--- config.mk ---
export PLATFORM = sky130hd
export DESIGN_NAME = ryv_cordic_stage
export DESIGN_NICKNAME = d
export VERILOG_FILES = /design/src/hdl/ryv_pkg.sv /design/src/hdl/ryv_cordic_stage.sv
export SDC_FILE = /design/constraint.sdc
export NUM_CORES = 1
export LEC_CHECK = 0
export ABC_CLOCK_PERIOD_IN_PS = 13890
export BUFFER_PORTS_ARGS = -buffer_cell sky130_fd_sc_hd__buf_2
export CAP_MARGIN = 25
export CORE_MARGIN = 5
export CORE_UTILIZATION = 59
export CTS_CLUSTER_DIAMETER = 50
export CTS_CLUSTER_SIZE = 10
export DETAILED_ROUTE_END_ITERATION = 16
export PLACE_DENSITY = 0.88
export SLEW_MARGIN = 30
export SYNTH_ARGS = -nofsm -noshare
export SYNTH_HDL_FRONTEND = slang
export SYNTH_SLANG_ARGS = --single-unit
--- constraint.sdc ---
create_clock -name i_clk -period 13.89 [get_ports i_clk]
set_input_delay 3.4725 -clock i_clk [delete_from_list [all_inputs] [get_ports i_clk]]
set_output_delay 3.4725 -clock i_clk [all_outputs]
set_load 0.01 [all_outputs]
--- src/hdl/ryv_pkg.sv ---
// shared constants, types and the arctangent table for the y-axis rotator
`timescale 1ns / 1ps

package ryv_pkg;

    localparam int COMP_WIDTH_DEF = 16;
    localparam int FRAC_BITS_DEF  = 8;
    localparam int ANGLE_WIDTH    = 16;
    localparam int ANGLE_SHIFT    = 17;
    localparam int Q30_SHIFT      = 30;
    localparam int CORDIC_STAGES  = 31;
    localparam int QW             = 34;
    localparam int ROT_STAGES     = 3;
    localparam int PIPE_STAGES    = CORDIC_STAGES + ROT_STAGES + 1;

    typedef logic signed [ANGLE_WIDTH-1:0] t_angle;
    typedef logic signed [QW-1:0]          t_qword;

    localparam t_angle ANGLE_MAX = 16'sd25736;
    localparam t_angle ANGLE_MIN = -16'sd25736;
    // first angle codes whose q30 value lies beyond a quarter turn
    localparam t_angle FOLD_POS  = 16'sd12868;
    localparam t_angle FOLD_NEG  = -16'sd12868;

    localparam t_qword PI_Q30    = 34'sd3373259426;
    localparam t_qword GAIN_INV  = 34'sh026DD3B6A;

    localparam t_qword ATAN_Q30 [CORDIC_STAGES] = '{
        34'sh03243F6A8, 34'sh01DAC6705, 34'sh00FADBAFC, 34'sh007F56EA6,
        34'sh003FEAB76, 34'sh001FFD55B, 34'sh000FFFAAA, 34'sh0007FFF55,
        34'sh0003FFFEA, 34'sh0001FFFFD, 34'sh0000FFFFF, 34'sh00007FFFF,
        34'sh00003FFFF, 34'sh00001FFFF, 34'sh00000FFFF, 34'sh000007FFF,
        34'sh000003FFF, 34'sh000001FFF, 34'sh000000FFF, 34'sh0000007FF,
        34'sh0000003FF, 34'sh0000001FF, 34'sh0000000FF, 34'sh00000007F,
        34'sh00000003F, 34'sh00000001F, 34'sh00000000F, 34'sh000000008,
        34'sh000000004, 34'sh000000002, 34'sh000000001
    };

endpackage

--- src/hdl/ryv_cordic_stage.sv ---
// one rotation-mode cordic iteration with its register
`timescale 1ns / 1ps

module ryv_cordic_stage #(
    parameter int CW  = ryv_pkg::COMP_WIDTH_DEF,
    parameter int IDX = 0
) (
    input  logic                 i_clk,
    input  logic                 i_rst_n,
    input  logic                 i_en,
    input  logic                 i_valid,
    input  ryv_pkg::t_qword      i_x,
    input  ryv_pkg::t_qword      i_y,
    input  ryv_pkg::t_qword      i_z,
    input  logic signed [CW:0]   i_vx,
    input  logic signed [CW-1:0] i_vy,
    input  logic signed [CW:0]   i_vz,
    output logic                 o_valid,
    output ryv_pkg::t_qword      o_x,
    output ryv_pkg::t_qword      o_y,
    output ryv_pkg::t_qword      o_z,
    output logic signed [CW:0]   o_vx,
    output logic signed [CW-1:0] o_vy,
    output logic signed [CW:0]   o_vz
);
    import ryv_pkg::*;

    logic                 r_valid;
    t_qword               r_x;
    t_qword               r_y;
    t_qword               r_z;
    logic signed [CW:0]   r_vx;
    logic signed [CW-1:0] r_vy;
    logic signed [CW:0]   r_vz;

    t_qword w_dx;
    t_qword w_dy;
    t_qword n_x;
    t_qword n_y;
    t_qword n_z;

    always_comb begin
        w_dx = i_y >>> IDX;
        w_dy = i_x >>> IDX;
        if (!i_z[QW-1]) begin
            n_x = i_x - w_dx;
            n_y = i_y + w_dy;
            n_z = i_z - ATAN_Q30[IDX];
        end else begin
            n_x = i_x + w_dx;
            n_y = i_y - w_dy;
            n_z = i_z + ATAN_Q30[IDX];
        end
    end

    always_ff @(posedge i_clk) begin
        if (!i_rst_n) begin
            r_valid <= 1'b0;
        end else if (i_en) begin
            r_valid <= i_valid;
        end
    end

    always_ff @(posedge i_clk) begin
        if (i_en) begin
            r_x  <= n_x;
            r_y  <= n_y;
            r_z  <= n_z;
            r_vx <= i_vx;
            r_vy <= i_vy;
            r_vz <= i_vz;
        end
    end

    assign o_valid = r_valid;
    assign o_x     = r_x;
    assign o_y     = r_y;
    assign o_z     = r_z;
    assign o_vx    = r_vx;
    assign o_vy    = r_vy;
    assign o_vz    = r_vz;

endmodule

==> metrics <==
Max Slew Vio Count=0; Peak Freq=roughly 0.13 GHz; largest area contributor in the synthesized netlist=edfxtp_1; Placement Cell Area=between 10,000 and 15,000 sq um; final setup fails=0; dpl hpwl=around 28,000 um; wirelength, routed=~36,000 um; met1 Use GR=between 30% and 40%; DRT Pass-1 Iters=5; Startpoint Class=input pin; clock tree sinks=~150; worst path arrival time=between 7000 and 8000 ps; WP data required=14,080 ps; Buffers on Ports=308; largest net degree at the start of global routing=83; fin area=around 14,000 sq um; max-cap viol count=0; row cnt=between 50 and 60; All-Layer GR Usage=between 30% and 40%; period utilization=a little under three fifths; slowest cell on the critical path=buf_4; CTS tree=done; Synth Area per Inst=between 9 and 10 sq um; Power per Cell Area=around 110 nW/um^2; RSZ-0062 raised after global routing=no; worst hold path class=reg2reg; ANT nets after route=0; via/cell ratio=approximately 6; fin crit period=just under 8000 ps; global-route wire length before repair=about 54,000 um; Synth async-reset ratio=0%; total clock buffers created by CTS=17; hold_sp=o_valid; met2 usage in global routing=about 52%; Setup Skew=0 ps; Final Hold Fails=0; Reg2Reg Launch Point=o_valid; GRT met3 Usage=under 10%; number of synthesized flops with an enable pin=around 150; Static Leak=6.26 nW; core area=19,400 sq um; height of the die=between 150 and 200 um; setup TNS=0 ps; prevailing post-synth register cell=edfxtp_1; Clock Pin Slew Worst Setup and Hold Paths=70 ps; register area share after synthesis=approximately two fifths; Synth area leaders=edfxtp_1, ha_1, a21oi_1; Post-Synthesis Cells=1,203; Starting Density=around three fifths; vias in the first global route=between 10,000 and 15,000; crit end category=register; final design utilization=a little over 70%; CP Class=in2reg; Clock Path Buffers=2; initial antenna violation count=1; crit path from=i_z[33]; DRT iter0 DRCs=1,062; Setup WS pre-CTS=roughly 5900 ps; GRT busiest layer=met2; DRC=0; Root Driver=clkbuf_16; Yosys Warn Count=0; Cell Area, Synth=around 12,000 sq um; run status=finished clean; number of nets in the layout=1,777; post-synth top area share=~39%; Post-CTS Setup Bufs=0; syn_nets=about 1,500; FF+latch count, synth=approximately 150; Worst slew margin=36.4%; area grow syn2layout=20.1%; Worst VDD drop=between 0.05 and 0.06 mV; CP Cell Sequence=buf_2, buf_4, inv_2, buf_4, ha_1, o21ai_0, o21bai_1, a21oi_1, o41ai_1, a21oi_1, o21a_1, o31ai_1, a21boi_0, xnor2_1; layout cells sized above 1=23.7%; GP Congestion=around 0.98; clk_lat worst skew=roughly 430 ps; number of distinct library cells after synthesis=71; H-tree depth=4; Ports=around 310; final worst slack=6200 ps; Post-CTS Hold Buffers=0; grt total ovfl=0; Die Span X=between 150 and 200 um; WL per Instance=20.2 um; via count=about 11,000; worst-margin pin slew=roughly 950 ps; die area=~23,000 sq um; post-cts gate resize count=0; CP max FO=a little over 80; Slowest Stage Delay on Critical Path=~700 ps
[layout by cell type, fill, tap and decap left out, types with 7 or more instances in the layout]
| cell type | instances |
|---|---|
| inv_1 | 113 |
| nor2_1 | 81 |
| nor3_1 | 24 |
| buf_2 | 307 |
| nand2_1 | 52 |
| a31oi_1 | 12 |
| or3_1 | 7 |
| o211ai_1 | 12 |
| o21bai_1 | 24 |
| ha_1 | 129 |
| xor2_1 | 18 |
| nand4_1 | 13 |
| a21o_1 | 28 |
| nand2b_1 | 11 |
| nand3_1 | 16 |
| nor2b_1 | 10 |
| o21ai_0 | 80 |
| clkbuf_16 | 17 |
| a21oi_1 | 147 |
| a211oi_1 | 9 |
| edfxtp_1 | 151 |
| xnor2_1 | 74 |
| o21a_1 | 8 |
| mux2i_1 | 18 |
| o31ai_1 | 15 |
[cells by family (layout without fill, tap and decap cells)]
kind of cell	Yosys count	in the layout	synth area share, %
AOI/OAI and AO/OA	400	400	21.9
xor gates and xnor gates	92	92	6.96
adders and majority gates	133	133	14.6
buffers and inverters	162	460	5.43
DFF	152	152	39.3
muxes	18	18	1.56
other	0	2	0
and+or+nand+nor	246	246	10.2
[path summary, 6_finish.rpt]
kind,cells after the start,endpoint,slack (ps)
worst min-delay path,2,o_valid,550
worst max-delay path,14,o_z[31],6200
worst min register to register,2,o_valid,550
worst max register to register,2,o_valid,13260
[cell type report]
cell class              instances  area [sq um]
repair buffers                311          1570
well taps                     265           332
flip-flops and latches        152          4550
inverters                     117           439
clock buffers                  18           429
fillers                      1481          5490
clock inverters                14           185
diodes                          2          5.00
multi-input cells             889          6400
[state kept, by name (all words and copies together) (netlist names)]
name and count:
o_z 34, o_vy 16, o_x 34, o_valid 1
o_vx 17, o_vz 17, o_y 33
[synthesized netlist by cell type (5+ instances only)]
master,number
o211ai_1,12
nand2b_1,11
nor2b_1,10
a211o_1,6
and3_1,6
mux2i_1,18
a21o_1,28
o21ai_0,80
inv_1,113
a21boi_0,6
xor2_1,18
o31a_1,5
xnor2_1,74
ha_1,129
or3_1,7
nand3_1,16
o31ai_1,15
nor2_1,81
nand3b_1,5
nand4_1,13
nor3_1,24
nand2_1,52
a31oi_1,12
a211oi_1,9
edfxtp_1,151
nor4_1,6
clkbuf_1,30
o21a_1,8
o21bai_1,24
buf_1,6
a21oi_1,147
[layer usage]
metal / wire [um] / up-vias / part of all wire (%)
met5: 0 / - / 0
met4: 1480 / 0 / 4.1
met3: 3340 / 100 / 9.3
met2: 17300 / 626 / 48
met1: 13700 / 5086 / 38
li1: - / 4966 / -
[where the power goes]
part / switching (mW) / internal [mW] / leakage [nW] / total [mW]
registers: 0.0199 / 0.587 / 1.49 / 0.607
clock network: 0.207 / 0.273 / 0.293 / 0.481
logic: 0.300 / 0.185 / 4.48 / 0.485
total: 0.527 / 1.05 / 6.26 / 1.57
[worst max-delay path: cells and delay by family]
kind | cells | cell delay [ps]
xor+xnor | 1 | 140
compound gates | 8 | 2010
fa+ha+maj | 1 | 430
buf+inv | 4 | 1780
[stage by stage]
| stage | cells | total power, mW | hold WS [ps] |
|---|---|---|---|
| 2_1_floorplan | 1203 | 0.904 | 538 |
| 6_report | 1768 | 1.57 | 549 |
| 3_5_place_dp | 1734 | 1.09 | 547 |
| 4_1_cts | 1766 | 1.57 | 553 |
| 3_3_place_gp | 1734 | 1.08 | 499 |
| 5_1_grt | 1768 | 1.64 | 612 |
Power figures use the tool's default switching activity.
