**config.mk**
```make
export PLATFORM = sky130hd
export DESIGN_NAME = ryv_prep
export DESIGN_NICKNAME = d
export VERILOG_FILES = /design/src/hdl/ryv_pkg.sv /design/src/hdl/ryv_prep.sv
export SDC_FILE = /design/constraint.sdc
export NUM_CORES = 1
export LEC_CHECK = 0
export ABC_AREA = 1
export BUFFER_PORTS_ARGS = -buffer_cell sky130_fd_sc_hd__buf_2
export CAP_MARGIN = 10
export CORE_ASPECT_RATIO = 1.2
export CORE_MARGIN = 2
export CORE_UTILIZATION = 53
export DETAILED_ROUTE_END_ITERATION = 10
export PLACE_DENSITY = 0.88
export SYNTH_ARGS = -nofsm -noshare
export SYNTH_HDL_FRONTEND = slang
export SYNTH_SLANG_ARGS = --single-unit
```
**constraint.sdc**
```tcl
create_clock -name i_clk -period 8.5 [get_ports i_clk]
set_input_delay 0.425 -clock i_clk [delete_from_list [all_inputs] [get_ports i_clk]]
set_output_delay 0.425 -clock i_clk [all_outputs]
set_load 0.05 [all_outputs]
```
**src/hdl/ryv_pkg.sv**
```systemverilog
// shared constants, types and the arctangent table for the y-axis rotator
`timescale 1ns / 1ps

package ryv_pkg;

    localparam int COMP_WIDTH_DEF = 16;
    localparam int FRAC_BITS_DEF  = 8;
    localparam int ANGLE_WIDTH    = 16;
    localparam int ANGLE_SHIFT    = 17;
    localparam int Q30_SHIFT      = 30;
    localparam int CORDIC_STAGES  = 31;
    localparam int QW             = 34;
    localparam int ROT_STAGES     = 3;
    localparam int PIPE_STAGES    = CORDIC_STAGES + ROT_STAGES + 1;

    typedef logic signed [ANGLE_WIDTH-1:0] t_angle;
    typedef logic signed [QW-1:0]          t_qword;

    localparam t_angle ANGLE_MAX = 16'sd25736;
    localparam t_angle ANGLE_MIN = -16'sd25736;
    // first angle codes whose q30 value lies beyond a quarter turn
    localparam t_angle FOLD_POS  = 16'sd12868;
    localparam t_angle FOLD_NEG  = -16'sd12868;

    localparam t_qword PI_Q30    = 34'sd3373259426;
    localparam t_qword GAIN_INV  = 34'sh026DD3B6A;

    localparam t_qword ATAN_Q30 [CORDIC_STAGES] = '{
        34'sh03243F6A8, 34'sh01DAC6705, 34'sh00FADBAFC, 34'sh007F56EA6,
        34'sh003FEAB76, 34'sh001FFD55B, 34'sh000FFFAAA, 34'sh0007FFF55,
        34'sh0003FFFEA, 34'sh0001FFFFD, 34'sh0000FFFFF, 34'sh00007FFFF,
        34'sh00003FFFF, 34'sh00001FFFF, 34'sh00000FFFF, 34'sh000007FFF,
        34'sh000003FFF, 34'sh000001FFF, 34'sh000000FFF, 34'sh0000007FF,
        34'sh0000003FF, 34'sh0000001FF, 34'sh0000000FF, 34'sh00000007F,
        34'sh00000003F, 34'sh00000001F, 34'sh00000000F, 34'sh000000008,
        34'sh000000004, 34'sh000000002, 34'sh000000001
    };

endpackage

```
**src/hdl/ryv_prep.sv**
```systemverilog
// entry stage: angle clamp, quarter-turn fold and cordic start values
`timescale 1ns / 1ps

module ryv_prep #(
    parameter int CW = ryv_pkg::COMP_WIDTH_DEF
) (
    input  logic                         i_clk,
    input  logic                         i_rst_n,
    input  logic                         i_en,
    input  logic                         i_valid,
    input  logic signed [CW-1:0]         i_vec_x,
    input  logic signed [CW-1:0]         i_vec_y,
    input  logic signed [CW-1:0]         i_vec_z,
    input  ryv_pkg::t_angle              i_angle,
    output logic                         o_valid,
    output ryv_pkg::t_qword              o_x,
    output ryv_pkg::t_qword              o_y,
    output ryv_pkg::t_qword              o_z,
    output logic signed [CW:0]           o_vx,
    output logic signed [CW-1:0]         o_vy,
    output logic signed [CW:0]           o_vz
);
    import ryv_pkg::*;

    logic              r_valid;
    t_qword            r_z;
    logic signed [CW:0] r_vx;
    logic signed [CW:0] r_vz;
    logic signed [CW-1:0] r_vy;

    t_angle            w_ang;
    t_qword            w_ang_q;
    t_qword            n_z;
    logic              w_flip;
    logic signed [CW:0] w_vx;
    logic signed [CW:0] w_vz;

    always_comb begin
        priority if (i_angle > ANGLE_MAX) begin
            w_ang = ANGLE_MAX;
        end else if (i_angle < ANGLE_MIN) begin
            w_ang = ANGLE_MIN;
        end else begin
            w_ang = i_angle;
        end
        w_ang_q = {{(QW-ANGLE_WIDTH-ANGLE_SHIFT){w_ang[ANGLE_WIDTH-1]}}, w_ang,
                   {ANGLE_SHIFT{1'b0}}};
        priority if (w_ang >= FOLD_POS) begin
            n_z    = w_ang_q - PI_Q30;
            w_flip = 1'b1;
        end else if (w_ang <= FOLD_NEG) begin
            n_z    = w_ang_q + PI_Q30;
            w_flip = 1'b1;
        end else begin
            n_z    = w_ang_q;
            w_flip = 1'b0;
        end
        // negating the vector stands in for negating cos and sin
        w_vx = {i_vec_x[CW-1], i_vec_x};
        w_vz = {i_vec_z[CW-1], i_vec_z};
        if (w_flip) begin
            w_vx = -w_vx;
            w_vz = -w_vz;
        end
    end

    always_ff @(posedge i_clk) begin
        if (!i_rst_n) begin
            r_valid <= 1'b0;
        end else if (i_en) begin
            r_valid <= i_valid;
        end
    end

    always_ff @(posedge i_clk) begin
        if (i_en) begin
            r_z  <= n_z;
            r_vx <= w_vx;
            r_vz <= w_vz;
            r_vy <= i_vec_y;
        end
    end

    assign o_valid = r_valid;
    assign o_x     = GAIN_INV;
    assign o_y     = '0;
    assign o_z     = r_z;
    assign o_vx    = r_vx;
    assign o_vy    = r_vy;
    assign o_vz    = r_vz;

endmodule

```
==> results of run 1 <==
==> power by group <==
group          total, mW  switching (mW)  internal, mW
Combinational      0.532           0.424         0.108
Sequential         0.457          0.0140         0.443
Clock              0.391           0.135         0.256
==> placed cells by master (no fill, tap or decap), drive strengths merged <==
| cell | synthesis | final |
|---|---|---|
| nand2 | 212 | 212 |
| buf | 99 | 152 |
| nand3 | 77 | 77 |
| edfxtp | 70 | 70 |
| conb | 2 | 69 |
| nor2 | 60 | 60 |
| inv | 58 | 58 |
| xor2 | 27 | 27 |
| nor3 | 13 | 13 |
| xnor2 | 13 | 13 |
| a21oi | 10 | 10 |
| clkbuf | 2 | 10 |
| nand4 | 9 | 9 |
| nor4 | 8 | 8 |
| o21ai | 8 | 8 |
| ha | 6 | 6 |
| nand3b | 5 | 5 |
| or2 | 3 | 3 |
| clkinv | 0 | 3 |
| o41ai | 2 | 2 |
| o31ai | 2 | 2 |
| or4 | 2 | 2 |
| bufinv | 0 | 2 |
| a31oi | 1 | 1 |
| o311ai | 1 | 1 |
| clkinvlp | 0 | 1 |
| dfxtp | 1 | 1 |
==> cell families (layout without fill, tap and decap cells) <==
logic type | after synthesis | in the layout | synth area share
buffers and inverters | 159 | 226 | 0.1814
other | 2 | 69 | 0.001379
AO/OA/AOI/OAI | 24 | 24 | 0.02527
XOR/XNOR | 40 | 40 | 0.06431
flip-flops | 71 | 71 | 0.3895
adder cells (fa/ha/maj) | 6 | 6 | 0.01378
AND/OR/NAND/NOR | 389 | 389 | 0.3243
==> registers in the layout, indices dropped and copies added, names as in the netlist <==
| name | cells |
|---|---|
| o_vz | 17 |
| o_valid | 1 |
| o_vy | 16 |
| o_vx | 17 |
| o_z | 20 |
==> synthesized netlist by cell type (8+ instances only) <==
library cell,n,area [µm²]
sky130_fd_sc_hd__xnor2_1,13,113.9
sky130_fd_sc_hd__nor3_1,13,65.06
sky130_fd_sc_hd__nand3_1,75,375.4
sky130_fd_sc_hd__nor4_1,8,50.05
sky130_fd_sc_hd__nand2_1,198,743.2
sky130_fd_sc_hd__edfxtp_1,70,2102
sky130_fd_sc_hd__a21oi_1,10,50.05
sky130_fd_sc_hd__nor2_1,54,202.7
sky130_fd_sc_hd__nand4_1,9,56.30
sky130_fd_sc_hd__xor2_1,27,236.5
sky130_fd_sc_hd__buf_4,90,675.7
sky130_fd_sc_hd__inv_1,52,195.2
==> layout make-up <==
type,count,share of cell area
clock buffer,10,0.03713
clock inverter,6,0.01380
inverter,58,0.03571
multi-input combinational,528,0.4198
sequential,71,0.3442
tap,126,0.02557
timing repair buffer,152,0.1238
==> metal layers <==
metal  share of wire  wire length [µm]  global-route usage
met5               0                 0                   0
met4           0.025               323             0.08451
met3           0.087              1097             0.03473
met2            0.52              6529              0.4019
met1            0.37              4720              0.2726
==> worst max-delay path by stage <==
stage,startpoint,endpoint,slack (ns),cells past startpoint
global placement,i_angle[5],o_vx[10],4.34,20
CTS,i_angle[5],o_vz[13],4.59,20
global route,i_angle[5],o_vz[13],4.24,19
floorplan,i_angle[6],o_z[30],5.47,17
finish,i_angle[6],o_vz[13],4.55,20
detailed placement,i_angle[5],o_vx[10],4.30,20
==> summary.log, run 1 <==
INFO  yosys          synthesis.yosys.warnings=0
INFO  critical_path  critical_path_s_most_frequent_cell=sky130_fd_sc_hd__nand2_1
INFO  timing         worst_margin_pin_slew=0.8764ns
INFO  floorplanning  dieArea=11110µm²
INFO  global_route   antenna_found_initial=0
INFO  critical_path  critical_path.endpoint_type=register
INFO  clocking       cts.sinks=71
INFO  yosys          synth-edff-count=70
INFO  critical_path  setup.reg_to_reg.worst_slack=7.83ns
INFO  critical_path  critical_path_buf_inv_count=4
INFO  yosys          synth_cells=691
INFO  clocking       max-clock-path-buffers=2
INFO  critical_path  worst-setup-path-type=primary input to register
INFO  clocking       worst_setup_hold_path_clk_slew=0.06ns
INFO  layout         antenna-diode-count=0
INFO  critical_path  cp.required=8.58ns
INFO  global_route   global_route.usage.total=0.2258
INFO  timing         slew_violations=0
INFO  timing         rsz0062_at_grt=no
INFO  yosys          postSynthRegisterBits=71
INFO  critical_path  worst-r2r-cell-count=2
INFO  power          post-layout-total-power=1.380mW
INFO  critical_path  worst_r2r_endpoint=o_valid
INFO  layout         post_layout_util=0.6160
INFO  yosys          yosys_most_used_dff=sky130_fd_sc_hd__edfxtp_1
INFO  clocking       ctsRootBufferMaster=sky130_fd_sc_hd__clkbuf_16
INFO  run            maxCapViolCount=0
INFO  layout         layout.nets=894
INFO  floorplanning  io_pins=221
INFO  timing         tns=0ns
INFO  critical_path  crit_path_top_delay_cell=sky130_fd_sc_hd__ha_1
INFO  routing        route.antenna.remaining_nets=0
INFO  place          dpl.cell_count=935
INFO  timing         report.final.hold_viol_count=0
INFO  clocking       cts_repair_resize_count=0
INFO  floorplanning  core_area=10010µm²
INFO  place          placed_standard_cell_area=5852µm²
INFO  place          preCtsSetupSlack=4.300ns
INFO  critical_path  crit_path_max_incr_delay=0.44ns
INFO  floorplanning  starting_density=0.5443
INFO  yosys          postSynthAreaPerCell=7.884µm²
INFO  floorplanning  die_width=96.55µm
INFO  layout         share_of_final_layout_standard_cells_stronger_than_drive_strength_1=0.2388
INFO  timing         final_min_period_over_clock_period=0.4644
INFO  yosys          post_synth_num_cell_types=37
INFO  layout         post_layout_nonfiller_instances=951
INFO  routing        vias_per_cell=5.072
INFO  critical_path  worst_ep_arrival_time=4.03ns
INFO  routing        detailroute.via_count=4823
INFO  routing        drc=0
INFO  floorplanning  placement_rows=40
INFO  clocking       tritoncts=built
INFO  timing         timing.final.ws_setup=4.553ns
INFO  worst_hold_path holdPathEnd=o_vy[4]
INFO  critical_path  crit_path_cell_trace=buf_2 > inv_1 > o41ai_1 > a31oi_1 > nor3_1 > o31ai_1 > ha_1 > nor2_1 > inv_1 > nand2_2 > nor2_1 > nand2_1 > nor2_4 > nand2_1 > nand2_2 > nand2_4 > inv_4 > nand2_4 > nand2_1 > nand2_1
INFO  clocking       clkLatencyLatePin=0.33ns
INFO  timing         finalCriticalPeriod=3.947ns
INFO  worst_hold_path hold_wc_startpoint=i_vec_y[4]
INFO  yosys          proportion_of_register_bits_with_asynchronous_set_or_reset_after_synthesis=0
INFO  power          peakVddDrop=0.09569mV
INFO  timing         setup_viol_count_final=0
INFO  critical_path  worst_setup_path_start_kind=primary input
INFO  timing         fin_skew=0ns
INFO  power          p_per_cell_area=223.9nW/µm²
INFO  worst_hold_path worst_hold_path.num_cells=1
INFO  routing        totalWireLength=12670µm
INFO  global_route   grt_first_pass_wirelength=19810µm
INFO  global_route   globalRouteOverflowTotal=0
INFO  timing         worst_slew_margin_rel=0.4157
INFO  place          buffers_on_ports=151
INFO  global_route   via_count_of_the_first_global_routing_pass=4366
INFO  critical_path  path_delay_family=simple AND/OR/NAND/NOR gates
INFO  clocking       cts_htree_levels=3
INFO  critical_path  critPathMaxFanout=34
INFO  yosys          post_synth_instance_area=5448µm²
INFO  clocking       cts_inserted_buffers=9
INFO  layout         layout.cell_area.non_filler=6166µm²
INFO  timing         max_freq=0.2533GHz
INFO  outcome        outcome=finished clean
INFO  layout         final-seq-area=2122µm²
INFO  clocking       postCtsSetupRepairBufs=0
INFO  layout         n_fill_cell=879
INFO  floorplanning  die_height=115.1µm
INFO  yosys          register_area_share_after_synthesis=0.3895
INFO  routing        first_pass_iters=5
INFO  routing        drt-wirelength-per-cell=13.32µm
INFO  layout         flow.area_growth_from_synthesis=13.18%
INFO  critical_path  regToRegStartpoint=o_valid
INFO  global_route   maximum_number_of_pins_on_one_net_before_global_route_repair=73
INFO  layout         multi_input_comb_area=2589µm²
INFO  clocking       postCtsHoldBufs=0
INFO  worst_hold_path hold_path_class=primary input to register
INFO  timing         finalHoldWorstSlack=0.2685ns
INFO  routing        dr.first_iter.drc_count=448
INFO  power          power.static_leakage=3.067nW
INFO  place          routabilityCongestion=0.9188
INFO  place          place.detailed.hpwl=9102µm
Note: power is estimated with default switching activity, not from simulation.
==> run 2, diff against run 1 <==
Settings changed: ABC_AREA 1 to 0, CORE_UTILIZATION 53 to 48, PLACE_DENSITY 0.88 to 0.83.
Clock period 8.5 ns to 4 ns, I/O delays scaled along.
==> run 2 against run 1 <==
Global-route usage down 1.5 points. Clock power rose by 100%. Die area decreased by 2.2%. Non-clock buffer count grew 6. Via count shrank 16%. Total power grew 100%. Register-to-register slack lost 4.4 ns. Largest cell class unchanged.
==> summary.log, run 2 <==
INFO  clocking       clkLatencyLatePin=0.33ns [about the same]
INFO  yosys          synthDominantCellAreaShare=0.4361 [+0.05028]
INFO  critical_path  regToRegStartpoint=o_valid
INFO  yosys          yosys_most_used_dff=sky130_fd_sc_hd__edfxtp_1
INFO  run            maxCapViolCount=0 [unchanged]
INFO  routing        dr.first_iter.drc_count=204 [-54%]
INFO  timing         final_min_period_over_clock_period=0.8660
INFO  global_route   via_count_of_the_first_global_routing_pass=3648 [-16%]
INFO  floorplanning  placement_rows=40 [unchanged]
INFO  yosys          synthDominantAreaCellType=sky130_fd_sc_hd__edfxtp_1
INFO  floorplanning  starting_density=0.4864 [-0.05789]
INFO  yosys          synth_top_family_by_area=buffers and inverters
INFO  layout         share_of_final_layout_standard_cells_stronger_than_drive_strength_1=0.3339 [+0.09510]
INFO  routing        drc=0 [unchanged]
INFO  outcome        outcome=finished clean
INFO  yosys          synth_cells=467 [-32%]
INFO  timing         slew_violations=0 [unchanged]
INFO  critical_path  worst-setup-path-type=primary input to register
INFO  timing         report.final.hold_viol_count=0 [unchanged]
INFO  yosys          postSynthAreaPerCell=10.32µm² [+31%]
INFO  timing         rsz0062_at_grt=no
INFO  timing         timing.final.ws_setup=0.5361ns [-4.016 ns]
INFO  critical_path  worst_r2r_endpoint=o_valid
INFO  layout         largest_register_ff_count=20 [unchanged]
INFO  yosys          post_synth_num_cell_types=79 [+110%]
INFO  clocking       max-clock-path-buffers=2 [unchanged]
INFO  yosys          synthesis.yosys.warnings=0 [unchanged]
INFO  layout         mostFrequentLayoutCell=sky130_fd_sc_hd__buf_2
INFO  timing         setup_viol_count_final=0 [unchanged]
INFO  global_route   global_route.usage.total=0.2104 [-0.01548]
INFO  worst_hold_path worst_hold_path.num_cells=1 [unchanged]
INFO  yosys          synth_xor_area_frac=0.05452 [-0.009792]
INFO  routing        drt-wirelength-per-cell=16.19µm [+21%]
INFO  place          routabilityCongestion=1.000 [+8.8%]
INFO  layout         layout.nets=671 [-25%]
INFO  layout         multi_input_comb_area=2136µm² [-17%]
INFO  floorplanning  die_height=113.8µm [-1.1%]
INFO  routing        detailroute.via_count=4033 [-16%]
INFO  global_route   grt_first_pass_wirelength=17930µm [-9.5%]
INFO  clocking       cts_repair_resize_count=0 [unchanged]
INFO  clocking       cts_htree_levels=3 [unchanged]
INFO  yosys          synth.top_cells.by_count=84 x sky130_fd_sc_hd__buf_4, 70 x sky130_fd_sc_hd__edfxtp_1, 30 x sky130_fd_sc_hd__nand2_1, 30 x sky130_fd_sc_hd__nor2_1, 17 x sky130_fd_sc_hd__xnor2_1
INFO  worst_hold_path hold_path_class=primary input to register
INFO  routing        first_pass_iters=5 [unchanged]
INFO  floorplanning  core_area=9910µm² [-1.0%]
INFO  global_route   antenna_found_initial=0 [unchanged]
INFO  place          placed_standard_cell_area=5281µm² [-9.7%]
INFO  layout         layout.cell_area.non_filler=5579µm² [-9.5%]
INFO  clocking       cts_inserted_buffers=9 [unchanged]
INFO  worst_hold_path holdPathEnd=o_vy[12]
INFO  place          preCtsSetupSlack=0.2652ns [-4.034 ns]
INFO  critical_path  setup.reg_to_reg.worst_slack=3.41ns [-4.42 ns]
INFO  layout         n_fill_cell=824 [-6.3%]
INFO  global_route   maximum_number_of_pins_on_one_net_before_global_route_repair=40 [-45%]
INFO  yosys          post_synth_instance_area=4820µm² [-12%]
INFO  power          peakVddDrop=0.1849mV [+93%]
INFO  yosys          post_synthesis_compound_gate_area_fraction=0.1508 [+0.1256]
INFO  floorplanning  die_width=95.48µm [-1.1%]
INFO  clocking       tritoncts=built
INFO  yosys          proportion_of_register_bits_with_asynchronous_set_or_reset_after_synthesis=0 [unchanged]
INFO  critical_path  worst_setup_path_start_kind=primary input
INFO  critical_path  worst-r2r-cell-count=2 [unchanged]
INFO  layout         flow.area_growth_from_synthesis=15.76%
INFO  yosys          synth-edff-count=70 [unchanged]
INFO  yosys          postSynthRegisterBits=71 [unchanged]
INFO  clocking       postCtsHoldBufs=0 [unchanged]
INFO  yosys          synth.most_common_cell=sky130_fd_sc_hd__buf_4
INFO  layout         antenna-diode-count=0 [unchanged]
INFO  floorplanning  dieArea=10860µm² [-2.2%]
INFO  timing         worst_margin_pin_slew=0.9086ns [+0.03221 ns]
INFO  yosys          register_area_share_after_synthesis=0.4403 [+0.05076]
INFO  clocking       worst_setup_hold_path_clk_slew=0.06ns [about the same]
INFO  yosys          yosys.area_share.adder=0.01558 [+0.001796]
INFO  clocking       cts.sinks=71 [unchanged]
INFO  place          buffers_on_ports=151 [unchanged]
INFO  layout         final-seq-area=2122µm² [unchanged]
INFO  timing         finalCriticalPeriod=3.464ns
INFO  routing        totalWireLength=11780µm [-7.0%]
INFO  global_route   globalRouteOverflowTotal=0 [unchanged]
INFO  power          p_per_cell_area=493.9nW/µm² [+120%]
INFO  routing        vias_per_cell=5.540 [+9.2%]
INFO  timing         max_freq=0.2887GHz
INFO  critical_path  critical_path.endpoint_type=register
INFO  routing        route.antenna.remaining_nets=0 [unchanged]
INFO  layout         layout.cells.most_common_list=151 x sky130_fd_sc_hd__buf_2, 70 x sky130_fd_sc_hd__edfxtp_1, 69 x sky130_fd_sc_hd__conb_1
INFO  yosys          area_fraction_in_and_or_nand_and_nor_cells_after_synthesis=0.1623 [-0.1620]
INFO  timing         fin_skew=0ns [unchanged]
INFO  floorplanning  io_pins=221 [unchanged]
INFO  yosys          post_synth_mux_area_share=0.006231 [+0.006231]
INFO  timing         tns=0ns [unchanged]
INFO  yosys          synth.top_cells.by_area=sky130_fd_sc_hd__edfxtp_1 44%, sky130_fd_sc_hd__buf_4 13%, sky130_fd_sc_hd__xnor2_1 3.1%, sky130_fd_sc_hd__xor2_1 2.4%, sky130_fd_sc_hd__nand2_1 2.3%
INFO  clocking       postCtsSetupRepairBufs=0 [unchanged]
INFO  critical_path  critPathMaxFanout=17 [-50%]
INFO  power          power.static_leakage=2.368nW [-23%]
INFO  clocking       ctsRootBufferMaster=sky130_fd_sc_hd__clkbuf_16
INFO  place          place.detailed.hpwl=8756µm [-3.8%]
INFO  critical_path  worst_ep_arrival_time=3.54ns [-0.49 ns]
INFO  timing         worst_slew_margin_rel=0.3942 [-0.02147]
INFO  critical_path  cp.required=4.08ns [-4.50 ns]
INFO  worst_hold_path hold_wc_startpoint=i_vec_y[12]
==> run 2: power breakdown <==
| group | internal [mW] | total [mW] | switching (mW) |
|---|---|---|---|
| Sequential | 0.939 | 0.964 | 0.0245 |
| Clock | 0.483 | 0.787 | 0.304 |
| Combinational | 0.219 | 1.00 | 0.786 |
| Total | 1.64 | 2.76 | 1.11 |
==> run 2: layout make-up <==
type | count | share of cell area
Multi-Input combinational cell | 343 | 0.3828
Sequential cell | 71 | 0.3804
Timing Repair Buffer | 158 | 0.1449
Clock buffer | 9 | 0.04037
Tap cell | 126 | 0.02826
Clock inverter | 7 | 0.01301
Inverter | 14 | 0.01032
==> run 2: kinds of logic (layout without fill, tap and decap cells) <==
| group | count (synthesis) | count (layout) |
|---|---|---|
| adder cells (fa/ha/maj) | 6 | 6 |
| AO/OA/AOI/OAI | 92 | 92 |
| buffers and inverters | 120 | 188 |
| XOR/XNOR | 30 | 30 |
| multiplexers | 3 | 3 |
| flip-flops | 71 | 71 |
| other | 2 | 69 |
| AND/OR/NAND/NOR | 143 | 143 |
==> run 2: how the worst max path moves through the flow <==
stage | from | endpoint | slack, ns | depth (start not counted)
floorplan | i_angle[9] | o_z[32] | 0.30 | 21
global placement | i_angle[6] | o_z[28] | 0.35 | 16
detailed placement | i_angle[5] | o_z[28] | 0.27 | 16
CTS | i_angle[5] | o_z[28] | 0.62 | 16
global route | i_angle[5] | o_z[30] | 0.27 | 16
finish | i_angle[5] | o_z[28] | 0.54 | 16
==> run 2: critical path, cell delays in order <==
cell and delay, ns:
sky130_fd_sc_hd__buf_2 0.23, sky130_fd_sc_hd__nand4_1 0.18, sky130_fd_sc_hd__a21oi_1 0.18, sky130_fd_sc_hd__nor2_1 0.05
sky130_fd_sc_hd__o21ai_0 0.15, sky130_fd_sc_hd__nand2_1 0.08, sky130_fd_sc_hd__ha_1 0.31, sky130_fd_sc_hd__nor2_1 0.34
sky130_fd_sc_hd__nand2_1 0.16, sky130_fd_sc_hd__ha_1 0.32, sky130_fd_sc_hd__nand3b_1 0.11, sky130_fd_sc_hd__or3_4 0.14
sky130_fd_sc_hd__o21a_1 0.40, sky130_fd_sc_hd__inv_4 0.17, sky130_fd_sc_hd__a22o_1 0.21, sky130_fd_sc_hd__a211o_1 0.28
==> run 2: metal layers <==
| layer | routed length [µm] | global-route usage | vias to the layer above | share of wire |
|---|---|---|---|---|
| met3 | 1218 | 0.04624 | 31 | 0.10 |
| met2 | 5761 | 0.3554 | 277 | 0.49 |
| li1 | - | - | 1837 | - |
| met1 | 4420 | 0.2537 | 1888 | 0.38 |
| met5 | 0 | 0 | - | 0 |
| met4 | 382 | 0.09714 | 0 | 0.032 |
==> run 2: metrics by stage <==
step / power, mW / hold slack, ns / cells / util
4_1_cts: 2.770 / 0.02999 / 728 / 0.5630
5_1_grt: 2.866 / 0.02276 / 728 / 0.5630
2_1_floorplan: 1.834 / 0.2989 / 534 / -
3_5_place_dp: 1.977 / 0.3785 / 712 / 0.5330
6_report: 2.755 / 0.04208 / 728 / 0.5630
3_3_place_gp: 1.964 / 0.3766 / 712 / 0.5330
